===== config.mk =====
export PLATFORM = sky130hd
export DESIGN_NAME = jpeg_header_marker_scan
export DESIGN_NICKNAME = d
export VERILOG_FILES = /design/src/sv/jhms_pkg.sv /design/src/sv/jpeg_header_marker_scan.sv
export VERILOG_INCLUDE_DIRS = /design/src /design/src/sv
export SDC_FILE = /design/constraint.sdc
export NUM_CORES = 2
export LEC_CHECK = 0
export BUFFER_PORTS_ARGS = -buffer_cell sky130_fd_sc_hd__buf_2
export CAP_MARGIN = 20
export CORE_MARGIN = 3
export CORE_UTILIZATION = 45
export CTS_CLUSTER_DIAMETER = 30
export DETAILED_ROUTE_END_ITERATION = 8
export PLACE_DENSITY_LB_ADDON = 0.08
export SYNTH_ARGS = -nofsm -noshare
export SYNTH_HDL_FRONTEND = slang
export SYNTH_SLANG_ARGS = --single-unit

===== constraint.sdc =====
create_clock -name i_clk -period 11.76 [get_ports i_clk]
set_clock_uncertainty 0.05 [all_clocks]
set_input_delay 0.588 -clock i_clk [delete_from_list [all_inputs] [get_ports i_clk]]
set_output_delay 0.588 -clock i_clk [all_outputs]
set_load 0.01 [all_outputs]

===== src/sv/assert_macros.svh =====
// ---------------------------------------------------------------------------
// assertion macros
// concurrent checks on the rising edge of i_clk, held off during reset
// ---------------------------------------------------------------------------
`ifndef ASSERT_MACROS_SVH
`define ASSERT_MACROS_SVH

// property checked at every clock edge outside reset
`define ASSERT_CLK(label, prop, msg) \
    label: assert property (@(posedge i_clk) disable iff (!i_rst_n) prop) \
        else $error(msg);

// implication checked at every clock edge outside reset
`define ASSERT_IMPL(label, cond, prop, msg) \
    `ASSERT_CLK(label, (cond) |-> (prop), msg)

`endif


===== src/sv/jhms_pkg.sv =====
// ---------------------------------------------------------------------------
// jhms_pkg
// status codes, marker codes and result type of the jpeg header marker scan
// ---------------------------------------------------------------------------
package jhms_pkg;

    localparam logic [2:0] ST_OK         = 3'd0;
    localparam logic [2:0] ST_BAD_MARKER = 3'd1;
    localparam logic [2:0] ST_SHORT_APP0 = 3'd2;
    localparam logic [2:0] ST_ZERO_SIZE  = 3'd3;
    localparam logic [2:0] ST_STREAM_END = 3'd4;

    localparam logic [15:0] MARKER_HIGH_MASK = 16'hff00;
    localparam logic [15:0] MARKER_APP0      = 16'hffe0;
    localparam logic [15:0] MARKER_SOF_FIRST = 16'hffc0;
    localparam logic [15:0] MARKER_SOF_LAST  = 16'hffcf;
    localparam logic [15:0] MARKER_DHT       = 16'hffc4;
    localparam logic [15:0] MARKER_JPG       = 16'hffc8;

    localparam logic [15:0] HEAD_LEN     = 16'd2;
    localparam logic [15:0] APP0_MIN_LEN = 16'd14;
    localparam int          HDR_BYTES    = 12;
    localparam logic [15:0] APP0_READ    = 16'd12;
    localparam logic [15:0] SOF_READ     = 16'd6;
    localparam logic [15:0] HEAD_READ    = 16'd4;

    localparam logic [7:0] JFIF_TAG [5] = '{8'h4a, 8'h46, 8'h49, 8'h46, 8'h00};
    localparam logic [7:0] UNITS_INCH = 8'd1;
    localparam logic [7:0] UNITS_CM   = 8'd2;

    // dots per cm to dpi: floor(v * 127 / 50) = floor(((v * 127) >> 1) / 25)
    localparam logic [6:0]  DPI_CM_MUL   = 7'd127;
    localparam logic [25:0] DIV25_RECIP  = 26'd42949673;
    localparam int          DIV25_SHIFT  = 30;

    typedef struct packed {
        logic [2:0]  status;
        logic [15:0] width;
        logic [15:0] height;
        logic [15:0] bpp;
        logic        dpi_cm;
        logic [22:0] dpi_x;
        logic [22:0] dpi_y;
        logic        dpi_known;
    } t_result;

endpackage


===== src/sv/jpeg_header_marker_scan.sv =====
// ---------------------------------------------------------------------------
// jpeg_header_marker_scan
// walks jpeg marker segments a byte at a time and reports the frame header
// ---------------------------------------------------------------------------
// One stream byte is taken per clock, every clock, as long as the result
// path is not backed up. A scan starts with first_byte on the FF of the first
// marker after SOI and ends with one result: the frame size and bits per
// pixel on a start of frame, with a zero-size status if a dimension is zero,
// an error status on a bad marker, a short APP0 or a byte marked last before
// that. The held JFIF density goes along with every result. A result passes
// a middle register stage, which holds the parsed values and the density
// product, then the output register, which finishes the dots per cm conversion.
// The middle stage lets a byte be taken while a result waits at the output.
`include "assert_macros.svh"

module jpeg_header_marker_scan (
    input  logic        i_clk,
    input  logic        i_rst_n,
    input  logic        i_in_valid,
    output logic        o_in_stall,
    input  logic [7:0]  i_data_byte,
    input  logic        i_first_byte,
    input  logic        i_last_byte,
    output logic        o_out_valid,
    input  logic        i_out_stall,
    output logic [2:0]  o_status,
    output logic [15:0] o_image_width,
    output logic [15:0] o_image_height,
    output logic [15:0] o_bits_per_pixel,
    output logic [17:0] o_dpi_horizontal,
    output logic [17:0] o_dpi_vertical,
    output logic        o_dpi_known
);

    typedef enum logic [2:0] {
        PH_IDLE,
        PH_HEAD,
        PH_APP0,
        PH_SOF,
        PH_SKIP,
        PH_DONE
    } t_phase;

    t_phase      r_phase, n_phase;
    logic [15:0] r_count, n_count;
    logic [15:0] r_marker, n_marker;
    logic [15:0] r_length, n_length;
    logic [15:0] r_dpi_x, n_dpi_x;
    logic [15:0] r_dpi_y, n_dpi_y;
    logic        r_dpi_cm, n_dpi_cm;
    logic        r_dpi_seen, n_dpi_seen;
    logic [7:0]  r_hdr [jhms_pkg::HDR_BYTES];

    logic        r_s1_valid;
    jhms_pkg::t_result r_s1, n_s1;
    logic        r_out_valid;
    jhms_pkg::t_result r_out, n_out;

    logic        hdr_we;
    logic [3:0]  hdr_idx;
    logic        res_valid;
    logic [2:0]  res_status;
    logic [15:0] res_width;
    logic [15:0] res_height;
    logic [15:0] res_bpp;
    logic [15:0] skip_len;
    logic        tag_ok;
    logic [15:0] app_x;
    logic [15:0] app_y;

    logic        in_xfer;
    logic        out_ready;
    logic        s1_move;
    logic [47:0] quot_x;
    logic [47:0] quot_y;

    assign out_ready  = !r_out_valid || !i_out_stall;
    assign s1_move    = r_s1_valid && out_ready;
    assign o_in_stall = r_s1_valid && !out_ready;
    assign in_xfer    = i_in_valid && !o_in_stall;

    always_comb begin
        n_phase    = r_phase;
        n_count    = r_count;
        n_marker   = r_marker;
        n_length   = r_length;
        n_dpi_x    = r_dpi_x;
        n_dpi_y    = r_dpi_y;
        n_dpi_cm   = r_dpi_cm;
        n_dpi_seen = r_dpi_seen;
        hdr_we     = 1'b0;
        hdr_idx    = r_count[3:0];
        res_valid  = 1'b0;
        res_status = jhms_pkg::ST_OK;
        res_width  = '0;
        res_height = '0;
        res_bpp    = '0;
        skip_len   = '0;
        tag_ok     = 1'b1;
        app_x      = {r_hdr[8], r_hdr[9]};
        app_y      = {r_hdr[10], i_data_byte};

        if (i_first_byte) begin
            n_phase    = PH_HEAD;
            n_count    = '0;
            n_marker   = '0;
            n_length   = '0;
            n_dpi_x    = '0;
            n_dpi_y    = '0;
            n_dpi_cm   = 1'b0;
            n_dpi_seen = 1'b0;
        end

        unique case (n_phase)
            PH_HEAD: begin
                if (n_count < 16'd2) begin
                    n_marker = {n_marker[7:0], i_data_byte};
                end else begin
                    n_length = {n_length[7:0], i_data_byte};
                end
                n_count = n_count + 16'd1;
                if (n_count >= jhms_pkg::HEAD_READ) begin
                    n_count = '0;
                    if ((n_marker & jhms_pkg::MARKER_HIGH_MASK)
                            != jhms_pkg::MARKER_HIGH_MASK) begin
                        res_valid  = 1'b1;
                        res_status = jhms_pkg::ST_BAD_MARKER;
                        n_phase    = PH_DONE;
                    end else if (n_marker == jhms_pkg::MARKER_APP0) begin
                        if (n_length < jhms_pkg::APP0_MIN_LEN) begin
                            res_valid  = 1'b1;
                            res_status = jhms_pkg::ST_SHORT_APP0;
                            n_phase    = PH_DONE;
                        end else begin
                            n_phase = PH_APP0;
                        end
                    end else if (n_marker >= jhms_pkg::MARKER_SOF_FIRST &&
                                 n_marker <= jhms_pkg::MARKER_SOF_LAST &&
                                 n_marker != jhms_pkg::MARKER_DHT &&
                                 n_marker != jhms_pkg::MARKER_JPG) begin
                        n_phase = PH_SOF;
                    end else begin
                        skip_len = (n_length >= jhms_pkg::HEAD_LEN) ?
                                   n_length - jhms_pkg::HEAD_LEN : 16'd0;
                        n_phase  = (skip_len == 16'd0) ? PH_HEAD : PH_SKIP;
                        n_count  = skip_len;
                    end
                end
            end
            PH_APP0: begin
                hdr_we  = 1'b1;
                hdr_idx = n_count[3:0];
                n_count = n_count + 16'd1;
                if (n_count >= jhms_pkg::APP0_READ) begin
                    for (int k = 0; k < 5; k++) begin
                        if (r_hdr[k] != jhms_pkg::JFIF_TAG[k]) begin
                            tag_ok = 1'b0;
                        end
                    end
                    if (tag_ok && (r_hdr[7] == jhms_pkg::UNITS_INCH ||
                                   r_hdr[7] == jhms_pkg::UNITS_CM)) begin
                        n_dpi_x    = app_x;
                        n_dpi_y    = app_y;
                        n_dpi_cm   = (r_hdr[7] == jhms_pkg::UNITS_CM);
                        n_dpi_seen = 1'b1;
                    end
                    skip_len = (n_length >= jhms_pkg::APP0_MIN_LEN) ?
                               n_length - jhms_pkg::APP0_MIN_LEN : 16'd0;
                    n_phase  = (skip_len == 16'd0) ? PH_HEAD : PH_SKIP;
                    n_count  = skip_len;
                end
            end
            PH_SOF: begin
                hdr_we  = 1'b1;
                hdr_idx = n_count[3:0];
                n_count = n_count + 16'd1;
                if (n_count >= jhms_pkg::SOF_READ) begin
                    res_valid  = 1'b1;
                    res_height = {r_hdr[1], r_hdr[2]};
                    res_width  = {r_hdr[3], r_hdr[4]};
                    res_bpp    = 16'(r_hdr[0]) * 16'(i_data_byte);
                    res_status = (res_width != 16'd0 && res_height != 16'd0) ?
                                 jhms_pkg::ST_OK : jhms_pkg::ST_ZERO_SIZE;
                    n_count    = '0;
                    n_phase    = PH_DONE;
                end
            end
            PH_SKIP: begin
                if (n_count != 16'd0) begin
                    n_count = n_count - 16'd1;
                end
                if (n_count == 16'd0) begin
                    n_phase = PH_HEAD;
                end
            end
            default: begin
            end
        endcase

        if (!res_valid && i_last_byte && (r_phase != PH_IDLE || i_first_byte) &&
                (r_phase != PH_DONE || i_first_byte)) begin
            res_valid  = 1'b1;
            res_status = jhms_pkg::ST_STREAM_END;
            n_count    = '0;
            n_phase    = PH_DONE;
        end
    end

    always_comb begin
        n_s1.status    = res_status;
        n_s1.width     = res_width;
        n_s1.height    = res_height;
        n_s1.bpp       = res_bpp;
        n_s1.dpi_cm    = n_dpi_cm;
        n_s1.dpi_x     = n_dpi_cm ? 23'(n_dpi_x) * 23'(jhms_pkg::DPI_CM_MUL) :
                                    23'(n_dpi_x);
        n_s1.dpi_y     = n_dpi_cm ? 23'(n_dpi_y) * 23'(jhms_pkg::DPI_CM_MUL) :
                                    23'(n_dpi_y);
        n_s1.dpi_known = n_dpi_seen;
    end

    assign quot_x = 48'(r_s1.dpi_x[22:1]) * 48'(jhms_pkg::DIV25_RECIP);
    assign quot_y = 48'(r_s1.dpi_y[22:1]) * 48'(jhms_pkg::DIV25_RECIP);

    always_comb begin
        n_out = r_s1;
        if (r_s1.dpi_cm) begin
            n_out.dpi_x = 23'(quot_x[jhms_pkg::DIV25_SHIFT +: 18]);
            n_out.dpi_y = 23'(quot_y[jhms_pkg::DIV25_SHIFT +: 18]);
        end
    end

    always_ff @(posedge i_clk) begin
        if (!i_rst_n) begin
            r_phase     <= PH_IDLE;
            r_count     <= '0;
            r_marker    <= '0;
            r_length    <= '0;
            r_dpi_x     <= '0;
            r_dpi_y     <= '0;
            r_dpi_cm    <= 1'b0;
            r_dpi_seen  <= 1'b0;
            r_s1_valid  <= 1'b0;
            r_out_valid <= 1'b0;
        end else begin
            if (in_xfer) begin
                r_phase    <= n_phase;
                r_count    <= n_count;
                r_marker   <= n_marker;
                r_length   <= n_length;
                r_dpi_x    <= n_dpi_x;
                r_dpi_y    <= n_dpi_y;
                r_dpi_cm   <= n_dpi_cm;
                r_dpi_seen <= n_dpi_seen;
            end
            if (in_xfer && res_valid) begin
                r_s1_valid <= 1'b1;
            end else if (s1_move) begin
                r_s1_valid <= 1'b0;
            end
            if (out_ready) begin
                r_out_valid <= r_s1_valid;
            end
        end
    end

    always_ff @(posedge i_clk) begin
        if (in_xfer && hdr_we && hdr_idx < 4'(jhms_pkg::HDR_BYTES)) begin
            r_hdr[hdr_idx] <= i_data_byte;
        end
        if (in_xfer && res_valid) begin
            r_s1 <= n_s1;
        end
        if (s1_move) begin
            r_out <= n_out;
        end
    end

    assign o_out_valid      = r_out_valid;
    assign o_status         = r_out.status;
    assign o_image_width    = r_out.width;
    assign o_image_height   = r_out.height;
    assign o_bits_per_pixel = r_out.bpp;
    assign o_dpi_horizontal = r_out.dpi_x[17:0];
    assign o_dpi_vertical   = r_out.dpi_y[17:0];
    assign o_dpi_known      = r_out.dpi_known;

    `ASSERT_IMPL(a_stall_needs_s1, o_in_stall, r_s1_valid && r_out_valid,
        "input stalled without a pending result")
    `ASSERT_IMPL(a_s1_held, r_s1_valid && r_out_valid && i_out_stall,
        ##1 r_s1_valid, "pending result dropped while output stalled")
    `ASSERT_IMPL(a_idle_silent,
        in_xfer && !i_first_byte && !r_s1_valid &&
        (r_phase == PH_IDLE || r_phase == PH_DONE),
        ##1 !r_s1_valid, "result produced outside a scan")
    `ASSERT_IMPL(a_ok_has_size, r_out_valid && r_out.status == jhms_pkg::ST_OK,
        r_out.width != 16'd0 && r_out.height != 16'd0,
        "ok status with a zero dimension")

endmodule

Word-level counts from Yosys, hierarchy flattened
Memories as Yosys holds them, arrays and structs flattened.
Index checks and enable logic that the tools add are counted.

storage, ports and cells
  bits of input ports = 14
  register bits = 274
  memories kept = 1
  output and inout port bits = 90
  memory bits (writable) = 96

cells by class
  equality and inequality tests = 15
  reduce and logical (&&, ||, !) cells = 34
  multipliers = 5
  $add $sub $neg = 4
  multiplexer cells = 80
  $lt $le $gt $ge = 10

memories
  name   depth  bits a word  read ports  clocked after Yosys merged registers in  write ports  line                           RTL
  r_hdr  12     8            9           0                                        1            jpeg_header_marker_scan.sv:52  logic [7:0] r_hdr [jhms_pkg::HDR_BYTES];

operator list
  operator                number
  $mux 16                 30
  $mul 22x26->48 const B  2
  $pmux 16 s4             1
  $logic_not 16->1        3
  $reduce_bool 16->1      3
  $mul 16x7->23 const B   2
  $mux 41                 1
  $mux 3                  12
  $ge 16x3->1 const B     2
  $ge 16x4->1 const B     2
  $ne 16x16->1 const B    2
  $ne 8x7->1 const B      4
  $mux 1                  26
  $add 16x1->16 const B   1
  $eq 16x16->1 const B    1
  $ge 16x16->1 const B    1
  $ge 16x2->1 const B     1
  $le 16x16->1 const B    1
  $lt 16x2->1 const B     1
  $lt 16x4->1 const B     1
  $mul 8x8->16            1
  $sub 16x1->16 const B   1
  $sub 16x2->16 const B   1
  $sub 16x4->16 const B   1
  other kinds (21)        47

Depth between registers and ports, before layout
  word-level depth = 17
  mapped depth = 39
  gate-level depth less buffers = 32

Worst setup path before layout
OpenSTA, ideal clock, no wires.

  path kind = input to register
  start = in i_first_byte
  end = reg r_s1[43] in the netlist's numbering, data pin
  arrival = 8594 ps
  stages on the path = 37
  setup time = 152 ps
  path slack = 2964 ps
  cell sequence = buf_4 clkbuf_1 clkbuf_1 clkbuf_1 clkbuf_1 nor2b_1 ha_1 nand2b_1 a32oi_1 a21oi_1 a31oi_1 o41a_4 o311ai_2 nor4_2 buf_4 buf_8 buf_6 a21oi_2 inv_1 fa_1 inv_1 fa_1 inv_1 ha_1 xor2_1 fa_1 inv_1 ha_1 nor3_1 o21ai_0 a21oi_1 o21ai_0 a211oi_1 o21bai_1 a21o_1 or4b_2 a31oi_1

on the way
  longest elaborated chain between the ends = 6
  elaborated cells between the ends (all ways) = 14
  classes of those cells = add/sub (1); mul (1); order compare (1); eq/ne (1); mux (10)

RTL lines
  what                    line                            RTL
  start: declaration      jpeg_header_marker_scan.sv:22   input logic i_first_byte,
  $mux 16                 jpeg_header_marker_scan.sv:103  if (i_first_byte) begin
  $add 16x1->16           jpeg_header_marker_scan.sv:153  n_count = n_count + 16'd1;
  $ge 16x4->1             jpeg_header_marker_scan.sv:154  if (n_count >= jhms_pkg::APP0_READ) begin
  $mux 16                 jpeg_header_marker_scan.sv:154
  $mux 16 (*)             jpeg_header_marker_scan.sv:114  unique case (n_phase)
  named net n_dpi_x[1]    jpeg_header_marker_scan.sv:48   logic [15:0] r_dpi_x, n_dpi_x;
  $mul 16x7->23 (*)       jpeg_header_marker_scan.sv:215  n_s1.dpi_x = n_dpi_cm ? 23'(n_dpi_x) * 23'(jhms_pkg::DPI_CM_MUL) :
  end signal: assignment  jpeg_header_marker_scan.sv:272  r_s1 <= n_s1;
  end: declaration        jpeg_header_marker_scan.sv:55   jhms_pkg::t_result r_s1, n_s1;

The timed path passes the listed nets; every way through them passes the cells marked *.
A chain may end at the register's enable or synchronous reset.

Worst setup path after layout
  start = reg r_count[1]
  end = reg r_s1[22] in the netlist's numbering, data pin

on the way
  longest elaborated chain between the ends = 6
  elaborated cells between the ends (all ways) = 8
  classes of those cells = add/sub (1); mul (1); order compare (1); mux (5)

RTL lines
  what                      line                            RTL
  start: declaration        jpeg_header_marker_scan.sv:45   logic [15:0] r_count, n_count;
  start signal: assignment  jpeg_header_marker_scan.sv:248  r_count <= n_count;
  $mux 16 (*)               jpeg_header_marker_scan.sv:103
  $add 16x1->16 (*)         jpeg_header_marker_scan.sv:153
  $ge 16x4->1 (*)           jpeg_header_marker_scan.sv:154
  $mux 16                   jpeg_header_marker_scan.sv:154
  $mux 16                   jpeg_header_marker_scan.sv:114
  $mul 16x7->23             jpeg_header_marker_scan.sv:217  n_s1.dpi_y = n_dpi_cm ? 23'(n_dpi_y) * 23'(jhms_pkg::DPI_CM_MUL) :

Mark *: on every way between the ends. The rest lies on a longest branch, timed or not.

==> metrics.txt <==
asr flop ratio synth=0%; count leader, synth=inv_1; die area=0.09259 sq mm; crit-path max cell delay=around 860 ps; largest net degree at the start of global routing=between 80 and 90; Post-Syn Nets=5037; Final Worst Setup Slack=2854 ps; H-tree depth=3; CP bufs+invs=4; CP required=12190 ps; cts repair resizes=0; CTS Buf Count=83; wirelength, routed=101200 um; Clk Latency, worst-skew pair=650 ps; Filler cells=8099; RR Startpoint=r_count[1]; vias=27472; post-CTS setup buffers=0; Synth top cells by count=817 x inv_1, 594 x ha_1, 493 x fa_1; Worst Reg-to-Reg Cells=31; Synth area leader=fa_1; largest cells by area after synthesis=fa_1 25%, edfxtp_1 19%, ha_1 19%; antenna violation net count after detailed routing=0; final net count=slightly above 5000; Reg2Reg Setup Slack=2850 ps; Arrival @ worst endpoint=between 9000 and 10000 ps; synth unique cells=96; Die Y-Extent=304.3 um; critical path type=reg -> reg; Initial DRT Pass Iterations=5; RSZ-0062 raised after global routing=false; drt wl/cell=between 15 and 20 um; final cycle utilization of the critical path=about three quarters; Syn. warnings=0; antenna violations before repair=0; setup violators final=0; Reg area=roughly 0.0095 sq mm; final hold violations=0; # diodes=0; Worst-Margin Slew=934.1 ps; worst min path class=in -> reg; relative slew slack=37.73%; via density per instance=5.219; GPL Wtd Cong=0.9158; startpoint class of the critical path=register; first-pass GRT wire length=163900 um; row count=~110; final design utilization=51.17%; Crit. End Element=register; multi-input logic area=between 0.02 and 0.03 sq mm; worst slack, placed=~2400 ps; top-area cell type share of the netlist area=24.65%; delay-heaviest family, CP=simple AND/OR/NAND/NOR gates; layout cells sized above 1=8.907%; Synth-to-Final Area Change=11.73%; critical path endpoint=r_s1[22]; Period minus WS final=8906 ps; Post-Route Setup TNS=0 ps; clock-pin slew on the worst setup and hold paths=40 ps; # IOs=about 100; DR DRC count=0; DP HPWL=80060 um; hold_buf cts=0; initial DRC count=1364; critical path depth=31; CTS tree=built; CORE AREA=0.08743 sq mm; Critical Path Fanout Max=40; initial core utilization=roughly 46%; WHS=282.9 ps; Crit-path slowest cell=nor4_4; Die Wd=304.3 um; Slew Viols, Final=0; FF-to-FF End=r_s1[22]; grt ovf=0; CTS Buffer Depth=3; status=finished, final reports clean; clk sinks=346; Syn Area/Cell=10.17 sq um; Yosys reg bits=between 300 and 400; prevailing post-synth register cell=edfxtp_1; vias in the first global route=28794; number of port buffers=103; aggregate global-route resource usage=roughly 22%; fmax=between 0.1 and 0.15 GHz; sequential share of the synthesized area=23.78%; Mapped Area=0.04004 sq mm; number of synthesized flops with an enable pin=approximately 260; max_cap viols=0; Crit. Startpoint=r_count[1]; Mapped Cells=about 3900; Root Buffer=clkbuf_16
## flip-flops by register name, indices dropped and copies added, names as in the netlist, 16 cells and up
register and flops:
n_out 53, o_bits_per_pixel 16, o_dpi_horizontal 18, o_dpi_vertical 18, o_image_height 16, o_image_width 16
r_count 16, r_dpi_x 16, r_dpi_y 16, r_hdr 72, r_length 16, r_marker 16
r_s1 46
## worst register-to-register path: cells and delay by family, from the launching register on
family                     cells  cell delay, ps
AOI/OAI and AO/OA             11            2050
and+or+nand+nor                8            2730
DFF                            1             580
adders and majority gates      6            2330
buffers and inverters          4             790
xor gates and xnor gates       2             250
## layout by cell type (no fill, tap or decap), types with 66 or more instances in the layout
master,n
nor3_1,66
fa_1,493
and2_1,79
nand2_1,224
edfxtp_1,259
dfxtp_1,87
buf_2,104
inv_1,817
clkbuf_16,84
a21oi_1,122
nor2_1,193
xnor2_1,74
ha_1,594
o21ai_0,114
## area by class of cell
class,instances,share of cell area [%]
Timing Repair Buffer,143,1.818
Multi-Input combinational cell,2644,60.12
Clock buffer,96,4.822
Tap cell,1155,3.231
Clock inverter,58,1.829
Inverter,822,6.897
Sequential cell,346,21.28
## routing by layer
layer / track usage [%] / wire [um] / up-vias
li1: - / - / 13278
met1: 31.38 / 46880 / 13515
met2: 37.15 / 48220 / 556
met3: 2.819 / 4069 / 123
met4: 5.502 / 2067 / 0
met5: 0 / 0 / -
## worst min path at each step
stage	startpoint	to	depth (start not counted)
3_3_place_gp	n_out[56]	o_bits_per_pixel[8]	0
6_report	i_out_stall	o_out_valid	3
3_5_place_dp	n_out[76]	o_image_height[12]	0
5_1_grt	i_in_valid	r_s1_valid	3
4_1_cts	i_in_valid	r_s1_valid	3
2_1_floorplan	n_out[48]	o_bits_per_pixel[0]	0
## stage by stage
stage / std cells / instance area, sq um
final: 5264 / 44730
after global routing: 5264 / 44730
after CTS: 5263 / 44730
after global placement: 5107 / 41740
after detailed placement: 5109 / 41750
after floorplan: 3936 / 40040
## cells by family (layout without fill, tap and decap cells)
kind of cell	count (synthesis)	count (layout)	share of synthesized area (%)
mux	26	26	0.6781
xor+xnor	123	123	2.691
flops	346	346	23.78
fa+ha+maj	1089	1089	43.27
simple gates	844	844	10.66
buf+inv	946	1119	9.150
compound gates	562	562	9.785
Power is left out: the tool's default activity adds up to more than one toggle a clock period on the data nets, which glitch-free logic cannot reach.
